### src/rtl/bdra_pkg.sv
// shared types and constants for the bounded-denominator ratio approximation unit
`default_nettype none

package bdra_pkg;

  // fixed widths of the item fields on the ports
  localparam int FIELD_W    = 64;
  localparam int IN_DATA_W  = 3 * FIELD_W;
  localparam int OUT_DATA_W = 2 * FIELD_W;

  // controller to datapath
  typedef struct packed {
    logic load;        // capture a new item
    logic start_div;   // clear divider and product accumulators
    logic div_step;    // one restoring-division / horner bit
    logic update;      // form the next convergent, move to the next remainder
    logic out_load;    // write the result register
  } cmd_t;

  // datapath to controller
  typedef struct packed {
    logic small_zero;  // smaller component is zero
    logic rem_zero;    // current remainder is zero
    logic q_over;      // convergent denominator above the limit
    logic div_last;    // last bit of the current division
  } sts_t;

endpackage

`default_nettype wire

### src/rtl/bdra_dp.sv
// datapath: bit-serial divider with horner accumulators and convergent registers
`default_nettype none

module bdra_dp #(
  parameter int WORD_BITS = 64
) (
  input  wire logic                       clk,
  input  wire bdra_pkg::cmd_t             cmd,
  output bdra_pkg::sts_t                  sts,
  input  wire logic [bdra_pkg::FIELD_W-1:0] in_num,
  input  wire logic [bdra_pkg::FIELD_W-1:0] in_den,
  input  wire logic [bdra_pkg::FIELD_W-1:0] in_lim,
  output logic [bdra_pkg::FIELD_W-1:0]    out_num,
  output logic [bdra_pkg::FIELD_W-1:0]    out_den,
  output logic                            out_invalid
);

  localparam int W  = WORD_BITS;
  localparam int CW = $clog2(WORD_BITS);
  localparam int FW = bdra_pkg::FIELD_W;

  logic [W-1:0]  dvd;      // dividend, shifted out msb first
  logic [W-1:0]  dvs;      // divisor
  logic [W-1:0]  rem;      // partial remainder
  logic [W-1:0]  p;
  logic [W-1:0]  q;
  logic [W-1:0]  pp;
  logic [W-1:0]  qp;
  logic [W-1:0]  accp;     // k * p built one quotient bit at a time
  logic [W-1:0]  accq;     // k * q
  logic [W-1:0]  lim;
  logic          flip;
  logic          small_zero;
  logic          invalid;
  logic [CW-1:0] cnt;

  logic [W-1:0]  a_in;
  logic [W-1:0]  b_in;
  logic          flip_in;
  logic [W-1:0]  small_in;
  logic [W-1:0]  large_in;
  logic [W:0]    trial;
  logic [W:0]    diff;
  logic          ge;
  logic          use_prev;
  logic [W-1:0]  res_p;
  logic [W-1:0]  res_q;
  logic [W-1:0]  res_num;
  logic [W-1:0]  res_den;

  always_comb begin
    a_in     = in_num[W-1:0];
    b_in     = in_den[W-1:0];
    flip_in  = a_in > b_in;
    small_in = flip_in ? b_in : a_in;
    large_in = flip_in ? a_in : b_in;
  end

  // restoring division step
  always_comb begin
    trial = {rem, dvd[W-1]};
    diff  = trial - {1'b0, dvs};
    ge    = trial >= {1'b0, dvs};
  end

  // fallback to the previous convergent, then orient to the input direction
  always_comb begin
    use_prev = !small_zero && (q > lim);
    res_p    = use_prev ? pp : p;
    res_q    = use_prev ? qp : q;
    if (flip && !invalid) begin
      res_num = res_q;
      res_den = res_p;
    end else begin
      res_num = res_p;
      res_den = res_q;
    end
  end

  always_ff @(posedge clk) begin
    if (cmd.load) begin
      flip       <= flip_in;
      dvd        <= large_in;
      dvs        <= small_in;
      small_zero <= small_in == '0;
      invalid    <= (small_in == '0) && (large_in == '0);
      lim        <= in_lim[W-1:0];
      p          <= '0;
      q          <= W'(1);
      pp         <= W'(1);
      qp         <= '0;
    end
    if (cmd.start_div) begin
      cnt  <= '0;
      rem  <= '0;
      accp <= '0;
      accq <= '0;
    end
    if (cmd.div_step) begin
      rem  <= ge ? diff[W-1:0] : trial[W-1:0];
      dvd  <= {dvd[W-2:0], 1'b0};
      accp <= {accp[W-2:0], 1'b0} + (ge ? p : '0);
      accq <= {accq[W-2:0], 1'b0} + (ge ? q : '0);
      cnt  <= cnt + CW'(1);
    end
    if (cmd.update) begin
      p   <= accp + pp;
      pp  <= p;
      q   <= accq + qp;
      qp  <= q;
      dvd <= dvs;
      dvs <= rem;
    end
    if (cmd.out_load) begin
      out_num     <= FW'(res_num);
      out_den     <= FW'(res_den);
      out_invalid <= invalid;
    end
  end

  always_comb begin
    sts.small_zero = small_zero;
    sts.rem_zero   = dvs == '0;
    sts.q_over     = q > lim;
    sts.div_last   = cnt == CW'(W - 1);
  end

endmodule

`default_nettype wire

### src/rtl/bdra_ctrl.sv
// controller: sequences load, division steps, convergent updates and the result register
`default_nettype none

module bdra_ctrl (
  input  wire logic           clk,
  input  wire logic           rst,
  input  wire logic           s_tvalid,
  output logic                s_tready,
  output logic                m_tvalid,
  input  wire logic           m_tready,
  output bdra_pkg::cmd_t      cmd,
  input  wire bdra_pkg::sts_t sts
);

  localparam logic [2:0] S_IDLE  = 3'd0;
  localparam logic [2:0] S_START = 3'd1;
  localparam logic [2:0] S_DIV   = 3'd2;
  localparam logic [2:0] S_UPD   = 3'd3;
  localparam logic [2:0] S_NEXT  = 3'd4;
  localparam logic [2:0] S_FIN   = 3'd5;

  logic [2:0] state;
  logic [2:0] state_next;
  logic       m_tvalid_next;
  logic       out_free;

  assign out_free = !m_tvalid || m_tready;
  assign s_tready = state == S_IDLE;

  always_comb begin
    state_next    = state;
    cmd           = '0;
    m_tvalid_next = m_tvalid && !m_tready;
    case (state)
      S_IDLE: begin
        if (s_tvalid) begin
          cmd.load   = 1'b1;
          state_next = S_START;
        end
      end
      S_START: begin
        // at least one quotient unless the smaller side is zero
        if (sts.small_zero) begin
          state_next = S_FIN;
        end else begin
          cmd.start_div = 1'b1;
          state_next    = S_DIV;
        end
      end
      S_DIV: begin
        cmd.div_step = 1'b1;
        if (sts.div_last) begin
          state_next = S_UPD;
        end
      end
      S_UPD: begin
        cmd.update = 1'b1;
        state_next = S_NEXT;
      end
      S_NEXT: begin
        if (sts.rem_zero || sts.q_over) begin
          state_next = S_FIN;
        end else begin
          cmd.start_div = 1'b1;
          state_next    = S_DIV;
        end
      end
      S_FIN: begin
        if (out_free) begin
          cmd.out_load  = 1'b1;
          m_tvalid_next = 1'b1;
          state_next    = S_IDLE;
        end
      end
      default: begin
        state_next = S_IDLE;
      end
    endcase
  end

  always_ff @(posedge clk) begin
    if (rst) begin
      state    <= S_IDLE;
      m_tvalid <= 1'b0;
    end else begin
      state    <= state_next;
      m_tvalid <= m_tvalid_next;
    end
  end

`ifndef NO_ASSERTIONS
  a_out_load_free: assert property (@(posedge clk) disable iff (rst)
    cmd.out_load |-> out_free)
    else $error("result register written while a result still waits");

  a_out_load_valid: assert property (@(posedge clk) disable iff (rst)
    cmd.out_load |=> m_tvalid)
    else $error("result written but not presented");

  a_accept_busy: assert property (@(posedge clk) disable iff (rst)
    (s_tvalid && s_tready) |=> !s_tready)
    else $error("second item taken before the first was finished");

  a_update_after_div: assert property (@(posedge clk) disable iff (rst)
    (cmd.div_step && sts.div_last) |=> cmd.update)
    else $error("convergent update missing after last division bit");

  a_update_only_after_div: assert property (@(posedge clk) disable iff (rst)
    cmd.update |-> $past(cmd.div_step))
    else $error("convergent update without a finished division");
`endif

endmodule

`default_nettype wire

### src/rtl/bounded_denominator_ratio_approx_unit.sv
// top level of the bounded-denominator best rational approximation unit
`default_nettype none

// usage
//   input channel s_*: one item is a ratio numerator/denominator plus the
//   largest allowed denominator of the reduced smaller-over-larger fraction
//   output channel m_*: one item per input, the approximating ratio and an
//   invalid flag (set for 0/0, result then 0/1)
// operation
//   the smaller-over-larger fraction is expanded as a continued fraction;
//   each partial quotient comes from a bit-serial restoring divider that
//   also builds k*p and k*q msb first; one step runs the division bit by
//   bit, then one update, then one decision
// work per item
//   one step per partial quotient; with 64-bit words there are at most
//   about 93 of them; a zero component needs no division step; one item
//   is in work at a time
// reset
//   rst (synchronous) returns the controller to idle and drops m_tvalid
// stalls
//   the result sits in an output register; s_tready comes back as soon as
//   it is written, and a finished item waits there until m_tready is high

module bounded_denominator_ratio_approx_unit #(
  parameter int WORD_BITS = 64
) (
  input  wire logic                            clk,
  input  wire logic                            rst,
  input  wire logic                            s_tvalid,
  output logic                                 s_tready,
  // numerator [63:0], denominator [127:64], max_den [191:128]
  input  wire logic [bdra_pkg::IN_DATA_W-1:0]  s_tdata,
  output logic                                 m_tvalid,
  input  wire logic                            m_tready,
  // approx_num [63:0], approx_den [127:64]
  output logic [bdra_pkg::OUT_DATA_W-1:0]      m_tdata,
  // invalid [0]
  output logic                                 m_tuser
);

  localparam int FW = bdra_pkg::FIELD_W;

  bdra_pkg::cmd_t cmd;
  bdra_pkg::sts_t sts;
  logic [FW-1:0]  out_num;
  logic [FW-1:0]  out_den;
  logic           out_invalid;

  // sequencing and handshakes
  bdra_ctrl u_ctrl (
    .clk      (clk),
    .rst      (rst),
    .s_tvalid (s_tvalid),
    .s_tready (s_tready),
    .m_tvalid (m_tvalid),
    .m_tready (m_tready),
    .cmd      (cmd),
    .sts      (sts)
  );

  // divider, convergents and result register
  bdra_dp #(
    .WORD_BITS (WORD_BITS)
  ) u_dp (
    .clk         (clk),
    .cmd         (cmd),
    .sts         (sts),
    .in_num      (s_tdata[FW-1:0]),
    .in_den      (s_tdata[2*FW-1:FW]),
    .in_lim      (s_tdata[3*FW-1:2*FW]),
    .out_num     (out_num),
    .out_den     (out_den),
    .out_invalid (out_invalid)
  );

  assign m_tdata = {out_den, out_num};
  assign m_tuser = out_invalid;

endmodule

`default_nettype wire
### config.mk
export PLATFORM = sky130hd
export DESIGN_NAME = bounded_denominator_ratio_approx_unit
export DESIGN_NICKNAME = d
export VERILOG_FILES = /design/src/rtl/bdra_pkg.sv /design/src/rtl/bdra_dp.sv /design/src/rtl/bdra_ctrl.sv /design/src/rtl/bounded_denominator_ratio_approx_unit.sv
export SDC_FILE = /design/constraint.sdc
export NUM_CORES = 2
export LEC_CHECK = 0
export ABC_AREA = 1
export BUFFER_PORTS_ARGS = -buffer_cell sky130_fd_sc_hd__buf_2
export CAP_MARGIN = 20
export CORE_MARGIN = 4
export CORE_UTILIZATION = 40
export DETAILED_ROUTE_END_ITERATION = 8
export PLACE_DENSITY = 0.61
export SKIP_LAST_GASP = 1
export SLEW_MARGIN = 20
export SYNTH_ARGS = -nofsm -noshare
export SYNTH_HDL_FRONTEND = slang
export SYNTH_HIERARCHICAL = 1
export SYNTH_SLANG_ARGS = --single-unit
### constraint.sdc
create_clock -name clk -period 25.2 [get_ports clk]
set_input_delay 2.52 -clock clk [delete_from_list [all_inputs] [get_ports clk]]
set_output_delay 2.52 -clock clk [all_outputs]
set_load 0.02 [all_outputs]
Yosys cells after proc, flatten, opt, wreduce, memory -nomap -nowiden

Cells that the tools add are included.

Flip-flop bits (word level): 782
Output and inout port bits: 131
Word-level logic and storage cells: 98
Input port bits: 196

Mux-type cells: 43
Equality and inequality tests: 9
Reduce and logical (&&, ||, !) cells: 18
Add/subtract/negate cells: 6
$lt $le $gt $ge: 3

Operators by type and width:

| cell                | count |
|---|---|
| $mux 64             | 24 |
| $add 64x64->64      | 4 |
| $logic_not 64->1    | 3 |
| $gt 64x64->1        | 2 |
| $ge 65x64->1        | 1 |
| $sub 64x64->64      | 1 |
| $pmux 3 s6          | 1 |
| $mux 3              | 5 |
| $mux 6              | 2 |
| $mux 1              | 10 |
| $add 6x1->6 const B | 1 |
| $eq 3x2->1 const B  | 2 |
| $eq 3x3->1 const B  | 2 |
| $eq 6x6->1 const B  | 1 |
| $logic_and 1x1->1   | 4 |
| $logic_not 1->1     | 4 |
| $ne 2x2->1 const B  | 2 |
| $reduce_bool 2->1   | 2 |
| $eq 3x1->1 const B  | 1 |
| $logic_not 3->1     | 1 |
| $reduce_and 3->1    | 1 |
| $reduce_bool 3->1   | 1 |
| $logic_or 1x1->1    | 2 |
| $ne 2x1->1 const B  | 1 |
| $pmux 1 s2          | 1 |

Logic depth before layout (Yosys ltp)

Depth after elaboration: 6
Depth in mapped cells: 36
Gate-level depth less buffers: 35

Hierarchy

Netlist, hierarchy kept.

By module, submodules not included:

| module    | cells each | sequential area each (um^2) | area an instance (um^2) | times used |
|---|---|---|---|---|
| bdra_dp   | 7812       | 23362.4                     | 58746.3                 | 1 |
| bdra_ctrl | 43         | 80.1                        | 257.7                   | 1 |

Worst setup path after synthesis

No wires, ideal clock.

Path type: input port to flip-flop
Start point: input s_tvalid
End point: register u_dp.dvs[0] (enable)
Path slack: 10.158 ns
Stages: 4
Arrival time: 14.347 ns
Required time: 24.505 ns
Setup time: 0.695 ns
Buffers on the path: 0
Cells stage by stage: inv_1 nor3_1 inv_1 nand2_1

RTL lines:

| item                 | line                                        | text |
|---|---|---|
| from (decl)          | bounded_denominator_ratio_approx_unit.sv:29 | `input wire logic s_tvalid,` |
| to (signal assigned) | bdra_dp.sv:84                               | `dvs <= small_in;` |
| to (signal assigned) | bdra_dp.sv:112                              | `dvs <= rem;` |
| to (decl)            | bdra_dp.sv:23                               | `logic [W-1:0] dvs;` |

Worst setup path in the final report

Start point: register u_dp.dvs[56]
End point: register u_dp.accp[42], data pin

Word-level cells in the longest chain between the ends: 4

RTL lines:

| item                 | line           | text |
|---|---|---|
| $ge 65x64->1         | bdra_dp.sv:63  | `ge = trial >= {1'b0, dvs};` |
| $mux 64              | bdra_dp.sv:102 | `accp <= {accp[W-2:0], 1'b0} + (ge ? p : '0);` |
| $add 64x64->64       | bdra_dp.sv:102 |  |
| $mux 64              | bdra_dp.sv:99  | `if (cmd.div_step) begin` |
| to (signal assigned) | bdra_dp.sv:102 |  |
| to (decl)            | bdra_dp.sv:29  | `logic [W-1:0] accp;` |

Every way passes these cells.
A chain may end at the register's enable or synchronous reset.

==> results.py <==
metrics = {
    "synthesis": {
        "yosys.cell_types.count": 57,
        "yosys.area.top_type": "edfxtp_1",
        "ys_seq_area_frac": 0.3973,
        "synthTopCellsByCount": "nand2_1 (1507), inv_1 (1281), nor2_1 (953)",
        "yosys-top-cells-area": "edfxtp_1 (40%), nand2_1 (9.6%), ha_1 (9.4%), inv_1 (8.1%), a21oi_1 (6.8%)",
        "ys_warn_count": 6,
        "synth_ff_type": "edfxtp_1",
        "yosysMostFrequentCell": "nand2_1",
        "synth_nets": 8499,
        "synth_edf_count": 778,
        "synth_top_area_frac": 0.3959,
        "syn_inst": 7855,
        "synthesis.area_um2": 59000,
        "ys_seq_elements": 782,
        "syn_avg_cell_area_um2": 7.512,
        "synthArstFlopShare": 0,
    },
    "setup_path": {
        "startpoint_type": "register",
        "worst_path_largest_cell_delay_ns": 0.57,
        "ff2ff_path_depth": 25,
        "crit_type": "reg -> reg",
        "cp_slowest_cell": "nor2_1",
        "worstPathRequired_ns": 25.67,
        "crit_fanout": 59,
        "endpoint_kind": "register",
        "r2r_setup_slack_ns": 17.98,
        "worst_path_most_repeated_cell": "nor2_1",
        "worstReg2RegEnd": "u_dp/accp[42]$_SDFFCE_PN0P_",
        "rr_startpoint": "u_dp/dvs[56]$_DFFE_PP_",
        "crit_arrival_ns": 7.69,
    },
    "sta": {
        "period_share": 0.2863,
        "relSlewSlack": 0.1451,
        "worst_pin_slew_ns": 1.282,
        "drv_slew": 0,
        "fmax_ghz": 0.1386,
        "fin_setup_tns_ns": 0,
        "setup_viol": 0,
        "finalClockSkew_ns": 0.06201,
        "hold-worst-slack_ns": 0.5232,
        "finalCriticalPeriod_ns": 7.215,
        "rsz0062_at_grt": "no",
        "finalHoldViolCount": 0,
    },
    "detailed_routing": {
        "initialDrtViolationCount": 5970,
        "vias_per_cell": 5.632,
        "drtAntennaViolNets": 0,
        "drc": 0,
        "wl_um": 232600,
        "wl_per_cell_um": 23.08,
        "first_pass_iters": 7,
        "vias": 56770,
    },
    "clocking": {
        "cts-resized-gates": 0,
        "clock-root-buffer": "clkbuf_16",
        "holdBufCountCts": 0,
        "cts_sinks": 782,
        "numCtsBuffers": 93,
        "htreeDepth": 3,
        "ctsLongestPathBuffers": 3,
        "post-cts-setup-buffers": 0,
        "clk_pin_slew_ns": 0.06,
        "cts_tree": "yes",
        "clkLatencyLatePin_ns": 0.75,
    },
    "final_layout": {
        "drive_gt1_frac": 0.06852,
        "finalNetCount": 8722,
        "syn2layout_area_growth_pct": 11.32,
    },
    "worst_hold_path": {
        "hold_path_depth": 2,
        "hp-class": "reg -> reg",
        "worstHoldStart": "u_dp/p[2]$_SDFFCE_PN0P_",
        "hold-path-endpoint": "u_dp/pp[2]$_SDFFCE_PN0P_",
    },
    "flow_run": {
        "max_cap_violations": 0,
    },
    "grt": {
        "grt_max_degree": 155,
        "grt_pass1_wl_um": 340200,
        "antenna_found_initial": 21,
        "grt_pass1_vias": 54030,
        "grt-ovfl-total": 0,
        "gr-usage-all-layers": 0.2935,
    },
    "placed_design": {
        "numPortBuffers": 326,
        "gp_congestion": 1.016,
        "dp_hpwl_um": 185300,
    },
    "pwr": {
        "switchingPower_mw": 5.653,
        "vdd_drop_max_mv": 0.09638,
        "pwr-share-clk": 0.139,
        "power_density_nw_per_um2": 159.1,
        "internal-power_mw": 4.795,
        "power_frac_comb": 0.610,
        "pwr-share-seq": 0.250,
        "p_sw_frac": 0.5410,
        "power_leakage_nw": 30.26,
    },
    "floorplanning": {
        "rows": 140,
        "die-area_um2": 153700,
        "initial_utilization": 0.4039,
        "ios": 327,
        "core_um2": 146100,
        "die_x_um": 392.1,
        "die_h_um": 392.1,
    },
    "status": {
        "status": "finished clean",
    },
}
## how the worst max path moves through the flow
stage / start / to / slack, ns
2_1_floorplan: s_tvalid / u_dp/dvs[0]$_DFFE_PP_ / 10.16
3_3_place_gp: s_tdata[127] / u_dp/invalid$_DFFE_PP_ / 17.41
3_5_place_dp: s_tdata[127] / u_dp/invalid$_DFFE_PP_ / 17.42
4_1_cts: u_dp/dvs[63]$_DFFE_PP_ / u_dp/accp[42]$_SDFFCE_PN0P_ / 18.05
5_1_grt: u_dp/dvs[56]$_DFFE_PP_ / u_dp/accq[47]$_SDFFCE_PN0P_ / 17.53
6_report: u_dp/dvs[56]$_DFFE_PP_ / u_dp/accp[42]$_SDFFCE_PN0P_ / 17.98
## flip-flops by register name (all words and copies together), names as in the netlist
signal	count
u_dp/accp	64
u_dp/accq	64
u_dp/dvd	64
u_dp/dvs	64
u_dp/lim	64
u_dp/out_den	64
u_dp/out_num	64
u_dp/p	64
u_dp/pp	64
u_dp/q	64
u_dp/qp	64
u_dp/rem	64
u_dp/cnt	6
u_ctrl/state	3
u_ctrl/m_tvalid	1
u_dp/flip	1
u_dp/invalid	1
u_dp/out_invalid	1
u_dp/small_zero	1
## logic make-up after synthesis
kind of cell,Yosys count,share of synthesized area
AND/OR/NAND/NOR,3185,0.2235
AO/OA/AOI/OAI,1851,0.1738
buffers and inverters,1523,0.1000
flip-flops,782,0.3973
adder cells (fa/ha/maj),448,0.09564
XOR/XNOR,66,0.009797
## cell type report
type / count / area (um2)
Antenna cell: 5 / 12.51
Clock buffer: 114 / 2436
Clock inverter: 61 / 822.0
Fill cell: 14990 / 80410
Inverter: 1285 / 4852
Multi-Input combinational cell: 5550 / 29740
Sequential cell: 782 / 23440
Tap cell: 1917 / 2399
Timing Repair Buffer: 366 / 1982
## placed cells by master, fill, tap and decap left out, drive strengths merged, types with 4 or more instances in the layout
cell type,count
nand2,1510
inv,1290
nor2,957
a21oi,805
edfxtp,778
o21ai,586
ha,443
nand3,428
buf,366
nand4,177
a31oi,159
clkbuf,114
o21a,67
o22ai,66
nor3,58
xnor2,44
nor4,36
clkinv,35
o211ai,30
a21o,26
a21boi,25
xor2,22
o21bai,21
a211oi,18
bufinv,15
a221oi,15
o221ai,11
clkinvlp,6
and3,6
diode,5
fa,5
o311ai,5
dfxtp,4
a41oi,4
or2,4
## power groups by stage
stage               logic, mW  clock network (mW)  registers (mW)
floorplan                4.16                   0            2.55
global placement         6.20                   0            2.61
detailed placement       6.21                   0            2.63
CTS                      6.24                1.48            2.60
global route             6.97                1.54            2.65
finish                   6.38                1.45            2.62
## per-stage QoR
| step | cell area [um2] | instances | power, mW | utilization | setup slack [ns] |
|---|---|---|---|---|---|
| 6_report | 65680 | 10080 | 10.45 | 0.4496 | 17.98 |
| 5_1_grt | 65670 | 10080 | 11.16 | 0.4495 | 17.53 |
| 4_1_cts | 65630 | 10070 | 10.33 | 0.4492 | 18.05 |
| 3_5_place_dp | 62370 | 9898 | 8.830 | 0.4269 | 17.42 |
| 3_3_place_gp | 62370 | 9898 | 8.814 | 0.4269 | 17.41 |
| 2_1_floorplan | 59000 | 7855 | 6.709 | - | 10.16 |
## per-layer routing
metal	share of wire	vias to the layer above	GRT usage	wire, um
met5	0.00037	-	0	85
met3	0.078	386	0.04357	18050
met1	0.42	26860	0.3919	98710
li1	-	27170	-	-
met2	0.45	2333	0.4731	104400
met4	0.049	14	0.1294	11350
## worst max-delay path: cells and delay by family, from the launching register on
family	cells	cell delay [ns]
flops	1	0.34
buf+inv	3	0.59
compound gates	9	2.54
fa+ha+maj	2	0.74
simple gates	11	2.70
(Power assumes the default switching activity.)
